==> config.mk <==
export PLATFORM = sky130hd
export DESIGN_NAME = bmr_outq
export DESIGN_NICKNAME = d
export VERILOG_FILES = /design/src/sv/bmr_pkg.sv /design/src/sv/bmr_outq.sv
export SDC_FILE = /design/constraint.sdc
export NUM_CORES = 1
export LEC_CHECK = 0
export ABC_AREA = 1
export BUFFER_PORTS_ARGS = -buffer_cell sky130_fd_sc_hd__buf_2
export CAP_MARGIN = 15
export CELL_PAD_IN_SITES_DETAIL_PLACEMENT = 1
export CELL_PAD_IN_SITES_GLOBAL_PLACEMENT = 1
export CORE_ASPECT_RATIO = 1.2
export CORE_MARGIN = 1
export CORE_UTILIZATION = 40
export DETAILED_ROUTE_END_ITERATION = 16
export HOLD_SLACK_MARGIN = 0.12
export PLACE_DENSITY = 0.89
export SYNTH_ARGS = -nofsm -noshare
export SYNTH_HDL_FRONTEND = slang
export SYNTH_SLANG_ARGS = --single-unit
==> constraint.sdc <==
create_clock -name i_clk -period 2.2 [get_ports i_clk]
set_clock_uncertainty 0.2 [all_clocks]
set_input_delay 0.33 -clock i_clk [delete_from_list [all_inputs] [get_ports i_clk]]
set_output_delay 0.33 -clock i_clk [all_outputs]
set_load 0.1 [all_outputs]
==> src/sv/bmr_pkg.sv <==
// Shared types and constants for the button macro recorder/player.
// No dependencies; imported by every module of the block.
package bmr_pkg;

    localparam int unsigned MACRO_DEPTH_DEF = 256;
    localparam logic [15:0] HOLD_RESET      = 16'd1000;

    // APB register map: register index is paddr[2]
    localparam int unsigned APB_AW             = 3;
    localparam logic        REG_HOLD_THRESHOLD = 1'b0;

    localparam int unsigned IN_TDATA_W  = 24;
    localparam int unsigned OUT_TDATA_W = 24;

    // one stored step: mask held for dur ticks
    typedef struct packed {
        logic [15:0] mask;
        logic [31:0] dur;
    } t_entry;

    // one result beat, merged_buttons in the low bits
    typedef struct packed {
        logic        store_full;
        logic        is_playing;
        logic        is_recording;
        logic [15:0] merged_buttons;
    } t_result;

    localparam int unsigned RESULT_W = $bits(t_result);

endpackage

==> src/sv/bmr_outq.sv <==
// Two-deep output queue (output register plus skid stage) for result beats.
// Depends on bmr_pkg (t_result).
module bmr_outq
    import bmr_pkg::*;
(
    input  logic    i_clk,
    input  logic    i_rst_n,
    input  logic    i_push,
    input  t_result i_data,
    output logic    o_ready,
    output logic    o_valid,
    output t_result o_data,
    input  logic    i_pop_ready
);

    logic    r_out_valid;
    logic    r_skid_valid;
    t_result r_out_data;
    t_result r_skid_data;
    logic    pop;

    assign pop     = r_out_valid && i_pop_ready;
    assign o_ready = !r_skid_valid;
    assign o_valid = r_out_valid;
    assign o_data  = r_out_data;

    always_ff @(posedge i_clk) begin
        if (!i_rst_n) begin
            r_out_valid  <= 1'b0;
            r_skid_valid <= 1'b0;
        end else if (pop) begin
            if (r_skid_valid) begin
                r_skid_valid <= 1'b0;
            end else begin
                r_out_valid <= i_push;
            end
        end else if (i_push) begin
            if (r_out_valid) begin
                r_skid_valid <= 1'b1;
            end else begin
                r_out_valid <= 1'b1;
            end
        end
    end

    always_ff @(posedge i_clk) begin
        if (pop) begin
            if (r_skid_valid) begin
                r_out_data <= r_skid_data;
            end else if (i_push) begin
                r_out_data <= i_data;
            end
        end else if (i_push) begin
            if (r_out_valid) begin
                r_skid_data <= i_data;
            end else begin
                r_out_data <= i_data;
            end
        end
    end

endmodule

==> results of run 1 <==
==> through the flow <==
step / worst slack (ns) / utilization
after floorplan: 0.1439 / -
after global placement: 0.4762 / 0.4976
after detailed placement: 0.4029 / 0.4976
after CTS: 0.4318 / 0.5810
after global routing: 0.3604 / 0.5810
final: 0.4808 / 0.5810
==> cell usage in the layout, fill, tap and decap left out <==
| cell type | count |
|---|---|
| sky130_fd_sc_hd__clkbuf_1 | 1 |
| sky130_fd_sc_hd__nand3_2 | 1 |
| sky130_fd_sc_hd__a21oi_1 | 1 |
| sky130_fd_sc_hd__dfxtp_2 | 1 |
| sky130_fd_sc_hd__inv_1 | 25 |
| sky130_fd_sc_hd__nor2_2 | 1 |
| sky130_fd_sc_hd__clkinv_2 | 1 |
| sky130_fd_sc_hd__bufinv_16 | 1 |
| sky130_fd_sc_hd__nor2_1 | 4 |
| sky130_fd_sc_hd__clkbuf_8 | 5 |
| sky130_fd_sc_hd__nand2_1 | 24 |
| sky130_fd_sc_hd__o21ai_0 | 8 |
| sky130_fd_sc_hd__dlygate4sd3_1 | 20 |
| sky130_fd_sc_hd__buf_2 | 43 |
| sky130_fd_sc_hd__buf_4 | 3 |
| sky130_fd_sc_hd__o21ai_1 | 1 |
| sky130_fd_sc_hd__o21ai_2 | 10 |
| sky130_fd_sc_hd__edfxtp_1 | 38 |
| sky130_fd_sc_hd__dfxtp_1 | 1 |
==> worst max-delay path by stage <==
stage | from | endpoint | slack (ns) | depth (start not counted)
global route | r_skid_valid | o_data[18] | 0.36 | 4
finish | r_skid_valid | o_data[18] | 0.48 | 4
global placement | i_pop_ready | o_data[15] | 0.48 | 5
floorplan | o_valid | r_skid_data[0] | 0.14 | 4
CTS | r_skid_valid | o_data[10] | 0.43 | 4
detailed placement | i_pop_ready | o_data[10] | 0.40 | 5
==> kinds of logic (layout without fill, tap and decap cells) <==
group / Yosys count / in the layout / share of synthesized area
AO/OA/AOI/OAI: 20 / 20 / 0.08716
buffers and inverters: 29 / 99 / 0.08954
flip-flops: 40 / 40 / 0.7480
AND/OR/NAND/NOR: 30 / 30 / 0.07528
==> timing repair <==
item | 4_1_cts | 5_1_grt
hold endpoints to repair | 21 | 0
hold buffers | 20 | 0
gates resized for setup | 0 | 0
setup endpoints to repair | 0 | 0
==> layer usage <==
metal / up-vias / track usage / routed length [um]
met1: 518 / 0.1919 / 1316
li1: 526 / - / -
met4: 0 / 0.1217 / 116
met2: 34 / 0.3745 / 2061
met3: 8 / 0.03656 / 123
met5: - / 0 / 0
==> worst max-delay path, cell delays in order, from the launching register on <==
cell                      delay [ns]
sky130_fd_sc_hd__dfxtp_1        0.39
sky130_fd_sc_hd__nand2_1        0.08
sky130_fd_sc_hd__nand2_1        0.08
sky130_fd_sc_hd__nand2_1        0.06
sky130_fd_sc_hd__inv_1          0.53
==> cell type report <==
cell class | instances | area [um2]
clock buffers | 6 | 72.57
well taps | 52 | 65.06
clock inverters | 2 | 35.03
fillers | 409 | 1548
inverters | 25 | 93.84
repair buffers | 66 | 437.9
multi-input cells | 50 | 259.0
flip-flops and latches | 40 | 1182
==> state kept, by name, summed over array words and instances, names as in the netlist <==
name	count
o_valid	1
r_skid_valid	1
r_skid_data	19
o_data	19
==> report_power, final <==
part	leakage [nW]	switching, mW	internal, mW
Combinational	0.526	0.252	0.0705
Sequential	0.374	0.0118	0.875
Clock	0.0552	0.241	0.337
==> run summary, run 1 <==
outcome -> complete, no violations
minimum setup slack among reg-to-reg paths -> 0.48 ns
proportion of layout cells with a drive suffix above 1 -> 0.3492
total vias in the final route -> 1086
most common library cells after synthesis -> 38 x sky130_fd_sc_hd__edfxtp_1, 25 x sky130_fd_sc_hd__inv_1, 24 x sky130_fd_sc_hd__nand2_1
leftover overflow at the end of global routing -> 0
worst supply voltage drop on vdd -> 0.0003614 V
sum of routed wire length over all layers -> 3617 um
WS Path Type -> reg2reg
top-area cell type share of the netlist area -> 0.7227
TritonCTS Buffers -> 5
root buf cell -> sky130_fd_sc_hd__clkbuf_8
CTS H-Tree Depth -> 2
First-pass DRT Iterations -> 2
fraction of registers with async set/reset -> 0
highest clock frequency the design can meet -> 0.5817 GHz
Die Span Y -> 70.83 um
initial core utilization -> 0.4275
power density of the placed cells -> 833.0 mW/mm2
area enclosed by the die boundary -> 0.004204 mm2
residual antenna-violating net count after detailed routing -> 0
pin count of the biggest net entering global routing -> 39
number of antenna violations at the first check in global routing -> 0
Post-Place Cell Area -> 0.001838 mm2
hold path startpoint -> i_push
half-perimeter wire length after placement -> 2288 um
final routed wire length divided by cell count -> 15.01 um
per-cell via count in the routed design -> 4.506
top post-synthesis cells by area -> sky130_fd_sc_hd__edfxtp_1 72%, sky130_fd_sc_hd__inv_1 5.9%, sky130_fd_sc_hd__nand2_1 5.7%
most used standard cell by instance count after synthesis -> sky130_fd_sc_hd__edfxtp_1
Net count, final -> 211
Leakage Power -> 0.9552 nW
netlist area before placement -> 0.001579 mm2
Total Neg Setup Slack -> 0 ns
core box area -> 0.003694 mm2
post-route insts no fill -> 241
clock tree buffer depth -> 2
unrepaired setup endpoints after global routing -> false
Clock Sinks -> 40
top-level port count -> 44
average cell area after synthesis -> 13.27 um2
clock period minus worst slack -> 1.719 ns
cell taking the most area after synthesis -> sky130_fd_sc_hd__edfxtp_1
final worst hold slack -> 0.1316 ns
number of instances in the synthesized netlist -> 119
slew at the pin closest to its max-slew limit -> 0.7345 ns
nature of the critical path startpoint -> register
post-route clock period utilization -> 0.7815
critical-path maximum fanout -> 19
endpoints failing setup -> 0
Final Max Slew Viols -> 0
count of synthesis-stage warnings from yosys -> 0
post-route design area -> 0.002146 mm2
clock slew at the register clock pins of the worst setup and hold paths -> 0.07 ns
DR DRC count -> 0
insertion delay to the later sink of the worst-skew pair -> 0.28 ns
worst reg2reg path startpoint -> r_skid_valid
post-synthesis register bit count -> 40
CTS tree -> built
max_slew headroom -> 0.5098
r2r worst-path depth -> 4
net count of the mapped netlist -> 142
number of max-cap violations -> 0
overall power -> 1.787 mW
Total GRT Usage -> 0.1995
part of the Yosys area used for sequential elements -> 0.7480
Final Hold Fails -> 0
required time of the critical path -> 1.92 ns
Core Rows -> 24
Iter 0 DRT Violations -> 25
antenna cell count -> 0
layout overhead on the synthesized area -> 35.90%
total of buffers placed on input and output ports -> 43
RR Endpoint -> o_data[18]
number of buffers inserted to repair setup after CTS -> 0
vias in the first global route -> 1239
path class of the lowest-slack min-delay path -> in2reg
number of synthesized flops with an enable pin -> 38
sort of element at the end of the critical path -> register
number of cells after detailed placement -> 213
wire length of the first global-routing pass -> 5809 um
hold path endpoint -> r_skid_valid
WHS Path Cells -> 3
commonest register cell after synthesis -> sky130_fd_sc_hd__edfxtp_1
number of unique standard cell types used by synthesis -> 13
worst endpoint data arrival time -> 1.44 ns
weighted congestion at the end of routability-driven global placement -> 0.7327
die width -> 59.36 um
No activity file was read; power rests on OpenSTA's default activity.
==> inputs of run 2 (changes only) <==
CORE_UTILIZATION = 36   (was 40)
PLACE_DENSITY = 0.86   (was 0.89)
clock period = 1.5 ns   (was 2.2 ns; I/O delays follow)
==> run 2 against run 1 <==
Via count up 1.7%. Largest cell class unchanged. Highest routed layer unchanged. Sequential share of layout area down 4.3 points. Critical path type is now reg2out. Non-clock buffer count grew 7. Worst hold slack worse by 0.0068 ns.
==> run summary, run 2 (synthesized netlist as in run 1, its figures left out) <==
Final Max Slew Viols -> 0
Final Hold Fails -> 0
slowest cell delay on critical path -> 0.43 ns
unrepaired setup endpoints after global routing -> true
worst supply voltage drop on vdd -> 0.0004094 V
leftover overflow at the end of global routing -> 0
worst endpoint data arrival time -> 1.05 ns
post-route insts no fill -> 252
area occupied by registers -> 0.001185 mm2
Iter 0 DRT Violations -> 58
Net count, final -> 218
highest-count cells in the layout ignoring fill and taps -> 38 x sky130_fd_sc_hd__edfxtp_1, 34 x sky130_fd_sc_hd__buf_2, 21 x sky130_fd_sc_hd__inv_1, 21 x sky130_fd_sc_hd__dlygate4sd3_1, 15 x sky130_fd_sc_hd__nand2_1
die width -> 62.46 um
root buf cell -> sky130_fd_sc_hd__clkbuf_8
vias in the first global route -> 1153
Die Span Y -> 74.55 um
critical path, cell by cell -> buf_2
insertion delay to the later sink of the worst-skew pair -> 0.30 ns
clock slew at the register clock pins of the worst setup and hold paths -> 0.07 ns
critical-path maximum fanout -> 1
endpoints failing setup -> 0
worst-path cell with the longest stage delay -> sky130_fd_sc_hd__buf_2
nature of the critical path startpoint -> register
max_slew headroom -> 0.6754
power density of the placed cells -> 1080 mW/mm2
top-level port count -> 44
DR DRC count -> 0
residual antenna-violating net count after detailed routing -> 0
proportion of layout cells with a drive suffix above 1 -> 0.4337
core box area -> 0.004229 mm2
area enclosed by the die boundary -> 0.004656 mm2
Clock Sinks -> 40
WS Path Type -> reg2out
weighted congestion at the end of routability-driven global placement -> 0.6796
crit-path leading delay family -> buffers and inverters
most frequent standard cell in the layout excluding fill and tap cells -> sky130_fd_sc_hd__edfxtp_1
wire length of the first global-routing pass -> 5733 um
number of fill cells in the layout -> 442
antenna cell count -> 0
post-route design area -> 0.002331 mm2
final routed wire length divided by cell count -> 14.30 um
TritonCTS Buffers -> 5
First-pass DRT Iterations -> 4
Leakage Power -> 1.024 nW
Core Rows -> 26
sum of routed wire length over all layers -> 3603 um
number of cells after detailed placement -> 221
pin count of the biggest net entering global routing -> 39
initial core utilization -> 0.3734
buffering stage count on the worst path with inverters included -> 1
half-perimeter wire length after placement -> 2217 um
post-route clock period utilization -> 0.9842
total of buffers placed on input and output ports -> 43
CTS tree -> built
CTS H-Tree Depth -> 2
number of antenna violations at the first check in global routing -> 0
total vias in the final route -> 1104
path class of the lowest-slack min-delay path -> in2reg
highest clock frequency the design can meet -> 0.6773 GHz
required time of the critical path -> 1.07 ns
slew at the pin closest to its max-slew limit -> 0.4903 ns
Post-Place Cell Area -> 0.001979 mm2
per-cell via count in the routed design -> 4.381
clock period minus worst slack -> 1.476 ns
number of max-cap violations -> 0
Total GRT Usage -> 0.1719
clock tree buffer depth -> 2
sort of element at the end of the critical path -> output pin
layout overhead on the synthesized area -> 47.62%
outcome -> complete, no violations
multi-input combinational cell area -> 294.0 um2
[run 2: where the power goes]
part / internal [mW] / total (mW) / switching, mW
clock: 0.315 / 0.678 / 0.362
sequential: 1.28 / 1.30 / 0.0178
combinational: 0.154 / 0.540 / 0.386
total: 1.75 / 2.52 / 0.766
[run 2: path summary, 6_finish.rpt]
check / end / slack, ns / cells past startpoint / start
max: o_data[9] / 0.02 / 1 / o_data[9]
min: o_valid / 0.12 / 5 / i_push
max reg2reg: r_skid_data[10] / 0.04 / 6 / o_valid
min reg2reg: o_data[17] / 0.39 / 2 / r_skid_data[17]
[run 2: stage by stage]
step	util	power, mW	setup WS [ns]	hold WS, ns	setup TNS, ns
floorplan	-	1.671	-0.1892	0.1239	-6.761
global placement	0.4680	1.784	-0.004091	0.2189	-0.06558
detailed placement	0.4680	1.797	-0.07348	0.2214	-1.376
CTS	0.5491	2.523	0.004736	0.1440	0
global route	0.5512	2.602	-0.01930	0.1629	-0.2463
finish	0.5512	2.518	0.02364	0.1248	0
[run 2: layout make-up]
cell class                 count  area share
clock inverter                 3    0.005904
inverter                      25     0.04294
clock buffer                   5     0.02952
timing repair buffer          73      0.2571
tap                           56     0.03006
multi-input combinational     50      0.1261
sequential                    40      0.5083
[run 2: routing by layer]
layer,GRT usage,part of all wire,vias up
met5,0,0,-
li1,-,-,543
met1,0.1773,0.39,519
met4,0.09302,0.021,0
met2,0.3249,0.55,34
met3,0.04141,0.040,8
[run 2: repair_timing]
item / 4_1_cts / 5_1_grt
hold endpoints to repair: 40 / 0
pin swaps: 0 / 1
hold buffers: 23 / 0
buffers inserted: 1 / 0
cloned: 0 / 0
setup endpoints to repair: 25 / 25
resized for setup: 3 / 8
==> inputs of run 3 (changes only) <==
RECOVER_POWER = 100   (was unset)
==> run 3 against run 2 <==
First-iteration DRC count is 3.4% lower. Wire length fell by 0.50%. Non-clock buffer count unchanged. Global-route usage unchanged. Fmax up 0.15%. Final area decreased by 1.1%. Flip-flop and latch count stayed put. Cell count is the same. Count of clock-buffer cells in the layout is the same. Clock power barely moved.
==> run summary, run 3 (synthesized netlist as in run 1, its figures left out) <==
pin count of the biggest net entering global routing -> 39
sort of element at the end of the critical path -> output pin
switching power summed over all nets -> 0.7642 mW
worst endpoint data arrival time -> 1.05 ns
Die Span Y -> 74.55 um
RR Endpoint -> r_skid_data[10]
area enclosed by the die boundary -> 0.004656 mm2
post-route insts no fill -> 252
Final Max Slew Viols -> 0
leftover overflow at the end of global routing -> 0
half-perimeter wire length after placement -> 2217 um
outcome -> complete, no violations
insertion delay to the later sink of the worst-skew pair -> 0.30 ns
Core Rows -> 26
highest clock frequency the design can meet -> 0.6784 GHz
CTS tree -> built
wire length of the first global-routing pass -> 5733 um
hold path startpoint -> i_push
most frequent standard cell in the layout excluding fill and tap cells -> sky130_fd_sc_hd__edfxtp_1
TritonCTS Buffers -> 5
clock tree buffer depth -> 2
worst supply voltage drop on vdd -> 0.0004121 V
post-route clock period utilization -> 0.9827
total vias in the final route -> 1110
total of buffers placed on input and output ports -> 43
worst-path cell with the longest stage delay -> sky130_fd_sc_hd__buf_2
per-cell via count in the routed design -> 4.405
antenna cell count -> 0
Final Hold Fails -> 0
switching fraction of total power -> 0.3047
die width -> 62.46 um
path class of the lowest-slack min-delay path -> in2reg
top-level port count -> 44
r2r worst-path depth -> 6
Post-Route Utilization -> 0.5453
proportion of layout cells with a drive suffix above 1 -> 0.3316
max_slew headroom -> 0.6740
buffering stage count on the worst path with inverters included -> 1
crit-path leading delay family -> buffers and inverters
clock period minus worst slack -> 1.474 ns
number of max-cap violations -> 0
root buf cell -> sky130_fd_sc_hd__clkbuf_8
Total GRT Usage -> 0.1719
WS Path Type -> reg2out
Clock Sinks -> 40
worst reg2reg path startpoint -> o_valid
minimum setup slack among reg-to-reg paths -> 0.04 ns
vias in the first global route -> 1153
WHS Path Cells -> 5
hold path endpoint -> o_valid
highest-count cells in the layout ignoring fill and taps -> 38 x sky130_fd_sc_hd__edfxtp_1, 21 x sky130_fd_sc_hd__inv_1, 21 x sky130_fd_sc_hd__dlygate4sd3_1
CTS H-Tree Depth -> 2
number of antenna violations at the first check in global routing -> 0
sequential power share -> 0.518
final routed wire length divided by cell count -> 14.23 um
Net count, final -> 218
Iter 0 DRT Violations -> 56
layout overhead on the synthesized area -> 46.04%
endpoints failing setup -> 0
clock group share of total power -> 0.269
initial core utilization -> 0.3734
DR DRC count -> 0
slowest cell delay on critical path -> 0.42 ns
First-pass DRT Iterations -> 3
power density of the placed cells -> 1088 mW/mm2
required time of the critical path -> 1.07 ns
clock slew at the register clock pins of the worst setup and hold paths -> 0.07 ns
critical-path maximum fanout -> 1
Internal Dissipation -> 1.744 mW
weighted congestion at the end of routability-driven global placement -> 0.6796
sum of routed wire length over all layers -> 3585 um
slew at the pin closest to its max-slew limit -> 0.4924 ns
number of cells after detailed placement -> 221
Leakage Power -> 0.9687 nW
residual antenna-violating net count after detailed routing -> 0
combinational cell fraction of total power -> 0.213
nature of the critical path startpoint -> register
core box area -> 0.004229 mm2
critical path, cell by cell -> buf_2
unrepaired setup endpoints after global routing -> true
==> run 3: cell count changes in the layout (fill, tap and decap cells not counted), sizes merged <==
cell	delta
buf	-20
clkbuf	+20
==> run 3: cell type report <==
class / instances / area, um2
multi-input combinational: 50 / 294.0
sequential: 40 / 1185
clock buffer: 5 / 68.82
clock inverter: 3 / 13.76
inverter: 25 / 100.1
fill: 453 / 1923
tap: 56 / 70.07
timing repair buffer: 73 / 574.3
==> run 3: power by group through the flow <==
stage / Combinational (mW) / Sequential (mW) / Clock, mW
global route: 0.559 / 1.30 / 0.732
floorplan: 0.0844 / 1.59 / 0
global placement: 0.464 / 1.32 / 0
detailed placement: 0.474 / 1.32 / 0
CTS: 0.535 / 1.30 / 0.690
finish: 0.533 / 1.30 / 0.675
==> run 3: what timing repair did <==
action | in CTS | in global routing
gates resized for setup | 3 | 8
setup endpoints to repair | 25 | 25
hold endpoints to repair | 40 | 0
pin swaps | 0 | 1
hold buffers | 23 | 0
buffers inserted | 1 | 0
==> run 3: worst max path at each step <==
stage                          from              end  slack, ns  depth (start not counted)
after floorplan             o_valid   r_skid_data[0]      -0.19                          4
after global routing        o_valid  r_skid_data[10]      -0.02                          6
after global placement      o_valid       o_data[15]     -0.004                          5
after CTS                 o_data[2]        o_data[2]      0.005                          1
after detailed placement    o_valid       o_data[14]      -0.07                          5
final                     o_data[9]        o_data[9]       0.03                          1
==> run 3: metrics by stage <==
step	hold slack, ns	setup TNS (ns)	instance area [um2]	total power, mW	setup WS, ns
global placement	0.2189	-0.06558	1979	1.784	-0.004091
detailed placement	0.2214	-1.376	1979	1.797	-0.07348
global route	0.1629	-0.2463	2306	2.595	-0.01930
CTS	0.1440	0	2322	2.523	0.004736
finish	0.1517	0	2306	2.508	0.02590
floorplan	0.1239	-6.761	1623	1.671	-0.1892
==> run 3: routing by layer <==
| layer | vias to the layer above | global-route usage | share of wire | wire (um) |
|---|---|---|---|---|
| met2 | 34 | 0.3249 | 0.55 | 1985 |
| met3 | 8 | 0.04141 | 0.041 | 146 |
| met5 | - | 0 | 0 | 0 |
| met1 | 524 | 0.1773 | 0.38 | 1376 |
| met4 | 0 | 0.09302 | 0.021 | 77 |
| li1 | 544 | - | - | - |
